**config.mk**
```make
export PLATFORM = sky130hd
export DESIGN_NAME = keyword_lexer_core
export DESIGN_NICKNAME = d
export VERILOG_FILES = /design/src/design/kwl_pkg.sv /design/src/design/keyword_lexer_core.sv /design/src/design/kwl_front.sv /design/src/design/kwl_queue.sv /design/src/design/kwl_back.sv
export SDC_FILE = /design/constraint.sdc
export NUM_CORES = 1
export LEC_CHECK = 0
export BUFFER_PORTS_ARGS = -buffer_cell sky130_fd_sc_hd__buf_2
export CAP_MARGIN = 20
export CORE_MARGIN = 10
export CORE_UTILIZATION = 55
export DETAILED_ROUTE_END_ITERATION = 8
export MAX_ROUTING_LAYER = met4
export PLACE_DENSITY = 0.75
export SETUP_SLACK_MARGIN = 0.15
export SLEW_MARGIN = 25
export SYNTH_ARGS = -nofsm -noshare
export SYNTH_HDL_FRONTEND = slang
export SYNTH_SLANG_ARGS = --single-unit
```
**constraint.sdc**
```tcl
create_clock -name clk -period 2.3 [get_ports clk]
set_input_delay 0.115 -clock clk [delete_from_list [all_inputs] [get_ports clk]]
set_output_delay 0.115 -clock clk [all_outputs]
set_load 0.1 [all_outputs]
```
**src/design/kwl_pkg.sv**
```systemverilog
// ----------------------------------------------------------------------------
// kwl_pkg: keyword lexer shared types and tables
// Token codes, keyword spellings, character classes and the event word that
// passes from the front end to the token emitter.
// ----------------------------------------------------------------------------
package kwl_pkg;

	localparam int KEYWORD_CHARS_DEF = 9;
	localparam int QUEUE_DEPTH_DEF   = 4;

	localparam int KW_COUNT    = 24;
	localparam int KW_MAX      = 9;
	localparam int CODE_W      = 6;
	localparam int KW_LEN_W    = 4;

	localparam logic [CODE_W-1:0] CODE_VALUE = 6'd0;

	localparam logic [CODE_W-1:0] CODE_DOT    = 6'd25;
	localparam logic [CODE_W-1:0] CODE_EQ     = 6'd26;
	localparam logic [CODE_W-1:0] CODE_COMMA  = 6'd27;
	localparam logic [CODE_W-1:0] CODE_PLUS   = 6'd28;
	localparam logic [CODE_W-1:0] CODE_MINUS  = 6'd29;
	localparam logic [CODE_W-1:0] CODE_STAR   = 6'd30;
	localparam logic [CODE_W-1:0] CODE_SLASH  = 6'd31;
	localparam logic [CODE_W-1:0] CODE_SEMI   = 6'd32;
	localparam logic [CODE_W-1:0] CODE_LBRACK = 6'd33;
	localparam logic [CODE_W-1:0] CODE_RBRACK = 6'd34;
	localparam logic [CODE_W-1:0] CODE_LPAREN = 6'd35;
	localparam logic [CODE_W-1:0] CODE_RPAREN = 6'd36;
	localparam logic [CODE_W-1:0] CODE_LBRACE = 6'd37;
	localparam logic [CODE_W-1:0] CODE_RBRACE = 6'd38;

	// spellings are right-justified: the last character sits in byte 0
	localparam logic [KW_MAX*8-1:0] KW_TEXT [KW_COUNT] = '{
		"public", "private", "protected", "static", "namespace", "using",
		"class", "method", "function", "return", "struct", "array",
		"while", "for", "if", "elif", "else", "new",
		"void", "int", "float", "string", "char", "var"
	};

	localparam logic [KW_LEN_W-1:0] KW_LEN [KW_COUNT] = '{
		4'd6, 4'd7, 4'd9, 4'd6, 4'd9, 4'd5,
		4'd5, 4'd6, 4'd8, 4'd6, 4'd6, 4'd5,
		4'd5, 4'd3, 4'd2, 4'd4, 4'd4, 4'd3,
		4'd4, 4'd3, 4'd5, 4'd6, 4'd4, 4'd3
	};

	// what one accepted character leaves for the emitter
	typedef struct packed {
		logic              word_v;
		logic [CODE_W-1:0] word_code;
		logic              punct_v;
		logic [CODE_W-1:0] punct_code;
	} kwl_event_t;

	function automatic logic is_space(input logic [7:0] c);
		return c inside {8'h20, 8'h09, 8'h0A, 8'h0D, 8'h0C, 8'h0B};
	endfunction

	// zero when the character is not punctuation
	function automatic logic [CODE_W-1:0] punct_code(input logic [7:0] c);
		logic [CODE_W-1:0] code;
		case (c)
			8'h2E: code = CODE_DOT;
			8'h3D: code = CODE_EQ;
			8'h2C: code = CODE_COMMA;
			8'h2B: code = CODE_PLUS;
			8'h2D: code = CODE_MINUS;
			8'h2A: code = CODE_STAR;
			8'h2F: code = CODE_SLASH;
			8'h3B: code = CODE_SEMI;
			8'h5B: code = CODE_LBRACK;
			8'h5D: code = CODE_RBRACK;
			8'h28: code = CODE_LPAREN;
			8'h29: code = CODE_RPAREN;
			8'h7B: code = CODE_LBRACE;
			8'h7D: code = CODE_RBRACE;
			default: code = CODE_VALUE;
		endcase
		return code;
	endfunction

endpackage

```
**src/design/keyword_lexer_core.sv**
```systemverilog
// path: the first token of a character goes through the event queue, then the token output register
// throughput: one character per cycle while the event queue is not full; a character that
//   gives two tokens loads the token output register twice, absorbed by the event queue
// the single-port output register sets the sustained token rate at one per cycle while out_ready is high
// reset: asynchronous, clears the word length, queue pointers and output valid
// ----------------------------------------------------------------------------
// keyword_lexer_core: character lexer for a small keyword language
// Front end classifies words and punctuation, a queue decouples it from the
// token emitter.
// ----------------------------------------------------------------------------
module keyword_lexer_core #(
	parameter int KEYWORD_CHARS = kwl_pkg::KEYWORD_CHARS_DEF,
	parameter int QUEUE_DEPTH   = kwl_pkg::QUEUE_DEPTH_DEF
) (
	input  logic                       clk,
	input  logic                       arst_n,
	input  logic                       in_valid,
	output logic                       in_ready,
	input  logic [7:0]                 source_byte,
	input  logic                       end_of_source,
	output logic                       out_valid,
	input  logic                       out_ready,
	output logic [kwl_pkg::CODE_W-1:0] token_code,
	output logic                       last_of_run
);
	import kwl_pkg::*;

	kwl_event_t push_word;
	kwl_event_t head_word;
	logic       push;
	logic       pop;
	logic       full;
	logic       empty;
	logic       accept;

	assign in_ready = !full;
	assign accept   = in_valid && in_ready;

	kwl_front #(
		.KEYWORD_CHARS(KEYWORD_CHARS)
	) u_front (
		.clk          (clk),
		.arst_n       (arst_n),
		.accept       (accept),
		.source_byte  (source_byte),
		.end_of_source(end_of_source),
		.push         (push),
		.event_word   (push_word)
	);

	kwl_queue #(
		.DEPTH(QUEUE_DEPTH)
	) u_queue (
		.clk      (clk),
		.arst_n   (arst_n),
		.push     (push),
		.push_word(push_word),
		.full     (full),
		.pop      (pop),
		.head_word(head_word),
		.empty    (empty)
	);

	kwl_back u_back (
		.clk        (clk),
		.arst_n     (arst_n),
		.head_word  (head_word),
		.empty      (empty),
		.pop        (pop),
		.out_valid  (out_valid),
		.out_ready  (out_ready),
		.token_code (token_code),
		.last_of_run(last_of_run)
	);

endmodule

```
**src/design/kwl_front.sv**
```systemverilog
// ----------------------------------------------------------------------------
// kwl_front: character intake and word classification
// Collects word characters, and on a word end looks the word up among the
// keywords, and pushes one event word into the queue per word end or punctuation.
// ----------------------------------------------------------------------------
module kwl_front #(
	parameter int KEYWORD_CHARS = kwl_pkg::KEYWORD_CHARS_DEF
) (
	input  logic               clk,
	input  logic               arst_n,
	input  logic               accept,
	input  logic [7:0]         source_byte,
	input  logic               end_of_source,
	output logic               push,
	output kwl_pkg::kwl_event_t event_word
);
	import kwl_pkg::*;

	localparam int LEN_W = $clog2(KEYWORD_CHARS + 2);
	localparam logic [LEN_W-1:0] LEN_STORE = LEN_W'(KEYWORD_CHARS);

	logic [7:0]       word_q [KEYWORD_CHARS];
	logic [LEN_W-1:0] word_len_q;

	logic [CODE_W-1:0] pcode;
	logic              ends_word;
	logic              is_word_char;
	logic [CODE_W-1:0] kw_code;

	always_comb begin
		pcode        = end_of_source ? CODE_VALUE : punct_code(source_byte);
		ends_word    = end_of_source || is_space(source_byte) || (pcode != CODE_VALUE);
		is_word_char = !ends_word;
	end

	// parallel compare against every keyword spelling
	always_comb begin
		logic hit;
		kw_code = CODE_VALUE;
		for (int k = 0; k < KW_COUNT; k++) begin
			hit = (word_len_q == LEN_W'(KW_LEN[k]));
			for (int i = 0; i < KW_MAX; i++) begin
				if (i < int'(KW_LEN[k])) begin
					if (word_q[i] != KW_TEXT[k][(int'(KW_LEN[k]) - 1 - i)*8 +: 8])
						hit = 1'b0;
				end
			end
			if (hit)
				kw_code = CODE_W'(k + 1);
		end
	end

	always_comb begin
		event_word.word_v     = ends_word && (word_len_q != '0);
		event_word.word_code  = kw_code;
		event_word.punct_v    = pcode != CODE_VALUE;
		event_word.punct_code = pcode;
		push = accept && (event_word.word_v || event_word.punct_v);
	end

	always_ff @(posedge clk or negedge arst_n) begin
		if (!arst_n) begin
			word_len_q <= '0;
		end else if (accept) begin
			if (ends_word)
				word_len_q <= '0;
			else if (word_len_q <= LEN_STORE)
				word_len_q <= word_len_q + 1'b1;
		end
	end

	for (genvar i = 0; i < KEYWORD_CHARS; i++) begin : g_char
		always_ff @(posedge clk) begin
			if (accept && is_word_char && (word_len_q == LEN_W'(i)))
				word_q[i] <= source_byte;
		end
	end

endmodule

```
**src/design/kwl_queue.sv**
```systemverilog
// ----------------------------------------------------------------------------
// kwl_queue: event queue between front end and emitter
// Small circular buffer of event words with full and empty flags.
// ----------------------------------------------------------------------------
module kwl_queue #(
	parameter int DEPTH = kwl_pkg::QUEUE_DEPTH_DEF
) (
	input  logic                clk,
	input  logic                arst_n,
	input  logic                push,
	input  kwl_pkg::kwl_event_t push_word,
	output logic                full,
	input  logic                pop,
	output kwl_pkg::kwl_event_t head_word,
	output logic                empty
);
	import kwl_pkg::*;

	localparam int PTR_W = (DEPTH > 1) ? $clog2(DEPTH) : 1;
	localparam int CNT_W = $clog2(DEPTH + 1);
	localparam logic [PTR_W-1:0] PTR_LAST = PTR_W'(DEPTH - 1);
	localparam logic [CNT_W-1:0] CNT_FULL = CNT_W'(DEPTH);

	kwl_event_t       mem_q [DEPTH];
	logic [PTR_W-1:0] wr_ptr_q;
	logic [PTR_W-1:0] rd_ptr_q;
	logic [CNT_W-1:0] count_q;

	logic do_push;
	logic do_pop;

	assign full      = count_q == CNT_FULL;
	assign empty     = count_q == '0;
	assign head_word = mem_q[rd_ptr_q];
	assign do_push   = push && !full;
	assign do_pop    = pop && !empty;

	always_ff @(posedge clk) begin
		if (do_push)
			mem_q[wr_ptr_q] <= push_word;
	end

	always_ff @(posedge clk or negedge arst_n) begin
		if (!arst_n) begin
			wr_ptr_q <= '0;
			rd_ptr_q <= '0;
			count_q  <= '0;
		end else begin
			if (do_push)
				wr_ptr_q <= (wr_ptr_q == PTR_LAST) ? '0 : wr_ptr_q + 1'b1;
			if (do_pop)
				rd_ptr_q <= (rd_ptr_q == PTR_LAST) ? '0 : rd_ptr_q + 1'b1;
			if (do_push && !do_pop)
				count_q <= count_q + 1'b1;
			else if (do_pop && !do_push)
				count_q <= count_q - 1'b1;
		end
	end

endmodule

```
**src/design/kwl_back.sv**
```systemverilog
// ----------------------------------------------------------------------------
// kwl_back: token emitter
// Turns each queued event into one or two tokens held in an output register,
// marking the final token of the event.
// ----------------------------------------------------------------------------
module kwl_back (
	input  logic                  clk,
	input  logic                  arst_n,
	input  kwl_pkg::kwl_event_t   head_word,
	input  logic                  empty,
	output logic                  pop,
	output logic                  out_valid,
	input  logic                  out_ready,
	output logic [kwl_pkg::CODE_W-1:0] token_code,
	output logic                  last_of_run
);
	import kwl_pkg::*;

	logic              out_valid_q;
	logic [CODE_W-1:0] code_q;
	logic              last_q;
	logic              punct_next_q;  // word token of the head already sent

	logic              load;
	logic              send_word;
	logic              next_punct;
	logic [CODE_W-1:0] code_d;
	logic              last_d;

	always_comb begin
		load       = !empty && (!out_valid_q || out_ready);
		send_word  = head_word.word_v && !punct_next_q;
		next_punct = send_word && head_word.punct_v;
		code_d     = send_word ? head_word.word_code : head_word.punct_code;
		last_d     = !next_punct;
		pop        = load && !next_punct;
	end

	always_ff @(posedge clk or negedge arst_n) begin
		if (!arst_n) begin
			out_valid_q  <= 1'b0;
			punct_next_q <= 1'b0;
		end else begin
			if (load) begin
				out_valid_q  <= 1'b1;
				punct_next_q <= next_punct;
			end else if (out_ready) begin
				out_valid_q <= 1'b0;
			end
		end
	end

	always_ff @(posedge clk) begin
		if (load) begin
			code_q <= code_d;
			last_q <= last_d;
		end
	end

	assign out_valid   = out_valid_q;
	assign token_code  = code_q;
	assign last_of_run = last_q;

endmodule

```
After elaboration in Yosys (flattened, before gate mapping):

Memories as Yosys holds them, arrays and structs flattened.
Cells that the tools add are included.

* logic and storage cells: 369
* flip-flop bits (word level): 20
* bits of input ports: 13
* RAM bits: 124
* output and inout bits: 9
* memories: 2

* $lt $le $gt $ge: 1
* equality and inequality tests: 107
* reduce and logical (&&, ||, !) cells: 50
* add/subtract/negate cells: 5
* muxes and demuxes: 196

Memory list
* u_front.word_q: words 9, bits a word 8, rd ports 9, clocked after memory_dff 0, wr ports 1, RTL line kwl_front.sv:22 `logic [7:0] word_q [KEYWORD_CHARS];`
* u_queue.mem_q: words 4, bits a word 13, rd ports 1, clocked after memory_dff 0, wr ports 1, RTL line kwl_queue.sv:24 `kwl_event_t mem_q [DEPTH];`

Operators with widths (count)
* $ne 8x7->1 const B: 75
* $mux 1: 148
* $eq 8x6->1 const B: 11
* $pmux 6 s14: 1
* $mux 4: 18
* $mux 8: 8
* $reduce_or 8->1: 8
* $mux 5: 9
* $eq 8x4->1 const B: 5
* $eq 8x7->1 const B: 4
* $logic_and 1x1->1: 21
* $mux 3: 6
* $eq 4x3->1 const B: 4
* $mux 6: 2
* $reduce_bool 6->1: 2
* $eq 4x2->1 const B: 2
* $eq 4x4->1 const B: 2
* $logic_not 1->1: 8
* $mux 2: 4
* $reduce_bool 2->1: 3
* $add 2x1->2 const B: 2
* $add 4x1->4 const B: 1
* $eq 2x2->1 const B: 2
* $eq 4x1->1 const B: 1
* 9 further kinds: 12

Depth between registers and ports, before layout:

An unclocked memory read counts as a cell.

* word-level depth: 33
* depth in mapped cells: 12
* mapped depth without buffers: 11

Modules after synthesis:

A second synthesis with hierarchy kept.

* cells, all modules: 503
* area, all modules: 7055.5 um^2

By module, submodules not included
* kwl_front: area an instance 4156.5 um^2, times used 1, sequential area each 2262.2 um^2, cells an instance 367
* kwl_queue: area an instance 2481.1 um^2, times used 1, sequential area each 1856.8 um^2, cells an instance 110
* kwl_back: area an instance 407.9 um^2, times used 1, sequential area each 260.2 um^2, cells an instance 24
* keyword_lexer_core: area an instance 10.0 um^2, times used 1, sequential area each 0.0 um^2, cells an instance 2

Least setup slack after synthesis:

OpenSTA, ideal clock, no wires.

* kind: reg2reg
* start: register u_queue.count_q[0]
* end: register u_queue.count_q[2]
* library setup time: 0.079 ns
* setup slack: -0.607 ns
* required time: 2.221 ns
* stages on the path, launching flop included: 11
* arrival time: 2.828 ns
* cell sequence: dfrtp_1 -> nor2_1 -> nand2_1 -> nand2_1 -> a21oi_1 -> ha_1 -> inv_1 -> fa_1 -> xor2_1 -> nor2_1 -> xor2_1

* cells in the longest elaborated chain, start to end: 8
* elaborated cells on any way between the ends: 19
* those cells by class: add/sub (2); eq/ne (1); mux (2); reduce/logical (14)

RTL lines
* start: declaration: RTL line kwl_queue.sv:27 `logic [CNT_W-1:0] count_q;`
* start signal: assignment: RTL line kwl_queue.sv:54 `count_q <= count_q + 1'b1;`
* start signal: assignment: RTL line kwl_queue.sv:56 `count_q <= count_q - 1'b1;`
* $eq 3x3->1 *: RTL line kwl_queue.sv:32 `assign full = count_q == CNT_FULL;`
* $logic_not 1->1 *: RTL line keyword_lexer_core.sv:36 `assign in_ready = !full;`
* named net in_ready: RTL line keyword_lexer_core.sv:18 `output logic in_ready,`
* $logic_and 1x1->1: RTL line keyword_lexer_core.sv:37 `assign accept = in_valid && in_ready;`
* $logic_and 1x1->1: RTL line kwl_front.sv:58 `push = accept && (event_word.word_v || event_word.punct_v);`
* $logic_and 1x1->1 *: RTL line kwl_queue.sv:35 `assign do_push = push && !full;`
* named net u_queue.do_push: RTL line kwl_queue.sv:29 `logic do_push;`
* $logic_not 1->1: RTL line kwl_queue.sv:55 `else if (do_pop && !do_push)`
* $logic_and 1x1->1: RTL line kwl_queue.sv:55
* $reduce_bool 2->1 (no source line)

Mark *: on every way through the listed nets, which the timed path passes. The rest lies on a longest branch. The select of a mux whose other input is x is not followed.
A chain may end at the register's enable or synchronous reset.

==> metrics <==
Die Area 16720 sq um; HP Class primary input to register; Max Root-Sink Buffers 2; critical path type register to register; H-tree depth 4; Worst Hold Depth 1; PnR Total Power 8.842 mW; placer's final routability congestion estimate 1.054; num rows 39; status complete, but fails checks; drt total wl 21240 microns; Worst-Margin Slew 957.8 ps; Yosys top cell by area edfxtp_1; remaining routing DRC violations 0; Worst Setup SP u_front.word_q[0][47]; critical-path cell list or4_4, or4_4, or4b_4, o2111ai_2, or4_4; drt first pass iters 5; most frequent cells in the layout buf_4 (140), edfxtp_1 (127), nor2_1 (26), nand2_1 (23), buf_2 (21); drt via density 6.399; RSZ-0062 raised after global routing true; P&R area growth vs syn 36.74%; WP data arrival 2800 ps; initial antenna violation count 0; Synth area leaders edfxtp_1 (58%), dfrtp_1 (4.9%), mux4_2 (4.1%); area share of the largest cell type after synthesis 58.02%; ant diodes 0; Routed Antenna Nets 0; vias in the first global route 5319; final setup margin -200.4 ps; clk_lat worst skew 440 ps; sequential area share after synthesis 62.97%; Max Slew Vio Count 0; CP required 2600 ps; first-pass GRT wire length 32000 microns; initial drt markers 674; Crit path top cell by count or4_4; Syn Std Cell Area 6573 sq um; Setup TNS -1848 ps; Hold Vio Cnt, Final 0; Synth async-reset ratio 9.286%; Power Dens Cells 983.8 nW/um^2; largest net degree at the start of global routing 17; Worst-path clk slew 60 ps; met2 Track Usage GR 43.48%; share of cells above drive strength 1 42.52%; total grt overflow 0; R2R Path Start u_front.word_q[0][47]; Tcrit/Tclk final 108.7%; critical path's largest stage delay 570 ps; Layout Skew 11.72 ps; Max Cap Viol 0; synth warn 0; Initial Util 56.83%; WL per Instance 25.75 microns; failing checks setup timing; met1 usage 32.69%; clock sinks 140; cell area after layout 8987 sq um; DP Wirelength 14460 microns; reg-to-reg endpoint u_queue.mem_q[2][7]; syn nets 509; Syn Area/Cell 13.55 sq um; R2R Setup Slk -200 ps; hold path start source_byte[5]; fmax 399.9 MHz; min cycle time layout 2500 ps; GRT Util Overall 26.89%; GR peak layer met2; Post-Synthesis Cells 485; core area 11560 sq um; Max IR drop VDD 943.4 uV; CTS tree done; DR vias 5279; setup violators final 21; dpl cells 763; Slowest cell on crit path or4_4; ys flop type edfxtp_1; Port Buffers 21; Relative slew margins 34.50%; fill count 672; synth unique cells 60; Worst Reg-to-Reg Cells 5; Die Width 129.3 microns; Startpoint Class register; worst hold slack 22.93 ps; CP endpoint kind register; met3 usage 5.546%; TritonCTS buffer count 17; Worst Hold End u_front.word_q[0][69]; EDFF count, synth 127; CP Max Fanout 4; Cell Area, Placed 7909 sq um; commonest non-fill, non-tap cell in the layout buf_4; fin cells 825; clk root buf clkbuf_16; Static Leak 3.401 nW; Die H 129.3 microns; register bit total from synthesis 140; io pins 22; nets 693
-- power breakdown --
| group | switching [mW] | internal [mW] | leakage, nW |
|---|---|---|---|
| registers | 0.194 | 3.11 | 1.36 |
| logic | 1.65 | 1.14 | 1.76 |
| clock network | 1.13 | 1.62 | 0.289 |
-- flip-flops by register name (all words and copies together), names as in the netlist --
| register | flops |
|---|---|
| u_back.punct_next_q | 1 |
| u_queue.wr_ptr_q | 2 |
| u_queue.count_q | 3 |
| u_front.word_len_q | 4 |
| u_queue.rd_ptr_q | 2 |
| u_queue.mem_q | 48 |
| u_back.token_code | 6 |
| u_back.out_valid | 1 |
| u_back.last_of_run | 1 |
| u_front.word_q | 72 |
-- metal layers --
metal / share of wire [%] / vias up
met5: 0 / -
met4: 3.5 / 0
met3: 8.1 / 68
met2: 49 / 276
met1: 39 / 2616
li1: - / 2319
-- Yosys cell counts, types with 8 or more instances --
cell / count
a21oi_1: 9
clkbuf_1: 10
dfrtp_1: 13
edfxtp_1: 127
ha_1: 10
inv_1: 19
mux2_2: 8
mux4_2: 12
nand2_1: 31
nand2b_1: 8
nand3_1: 17
nand4_1: 20
nand4b_1: 9
nor2_1: 31
nor2b_1: 9
nor3_1: 19
nor4_1: 14
nor4b_1: 9
nor4bb_1: 12
o21ai_0: 9
or4_1: 9
-- stage by stage --
stage,util [%],worst slack [ps]
detailed placement,68.39,-190.5
CTS,76.59,-147.6
global route,77.71,-205.6
floorplan,-,11.28
global placement,68.39,-112.1
finish,77.71,-200.4
-- final cells by class --
cell class	count	area, sq um	share of cell area (%)
Sequential cell	140	4144	46.11
Multi-Input combinational cell	316	2648	29.46
Clock inverter	14	161.4	1.796
Timing Repair Buffer	175	1355	15.08
Tap cell	143	178.9	1.991
Inverter	19	71.32	0.7935
Clock buffer	18	429.2	4.775
-- how the worst max path moves through the flow --
stage                      endpoint  cells past startpoint  slack (ps)
4_1_cts         u_queue.mem_q[2][7]                      6        -150
3_3_place_gp    u_queue.mem_q[1][7]                      6        -110
6_report        u_queue.mem_q[2][7]                      5        -200
2_1_floorplan   u_queue.mem_q[0][7]                      5          10
3_5_place_dp   u_queue.mem_q[0][10]                      7        -190
5_1_grt         u_queue.mem_q[2][7]                      5        -210
-- critical path, delay by kind of cell (launching register included) --
family / cells / cell delay, ps
simple gates: 4 / 1880
compound gates: 1 / 110
flops: 1 / 390
-- logic make-up (layout without fill, tap and decap cells) --
| logic type | after synthesis | count (layout) | synth area share [%] |
|---|---|---|---|
| AO/OA/AOI/OAI | 41 | 42 | 4.169 |
| XOR/XNOR | 3 | 3 | 0.3998 |
| adder cells (fa/ha/maj) | 11 | 11 | 2.208 |
| buffers and inverters | 30 | 226 | 1.713 |
| flip-flops | 140 | 140 | 62.97 |
| multiplexers | 21 | 21 | 5.635 |
| AND/OR/NAND/NOR | 239 | 239 | 22.90 |
-- timing repair --
item,CTS,global route
cloned,0,1
setup endpoints to repair,25,55
hold endpoints to repair,14,0
gates resized for setup,44,13
pin swaps,17,20
setup buffers,19,8
hold buffers,2,0
Note: power is estimated with default switching activity, not from simulation.
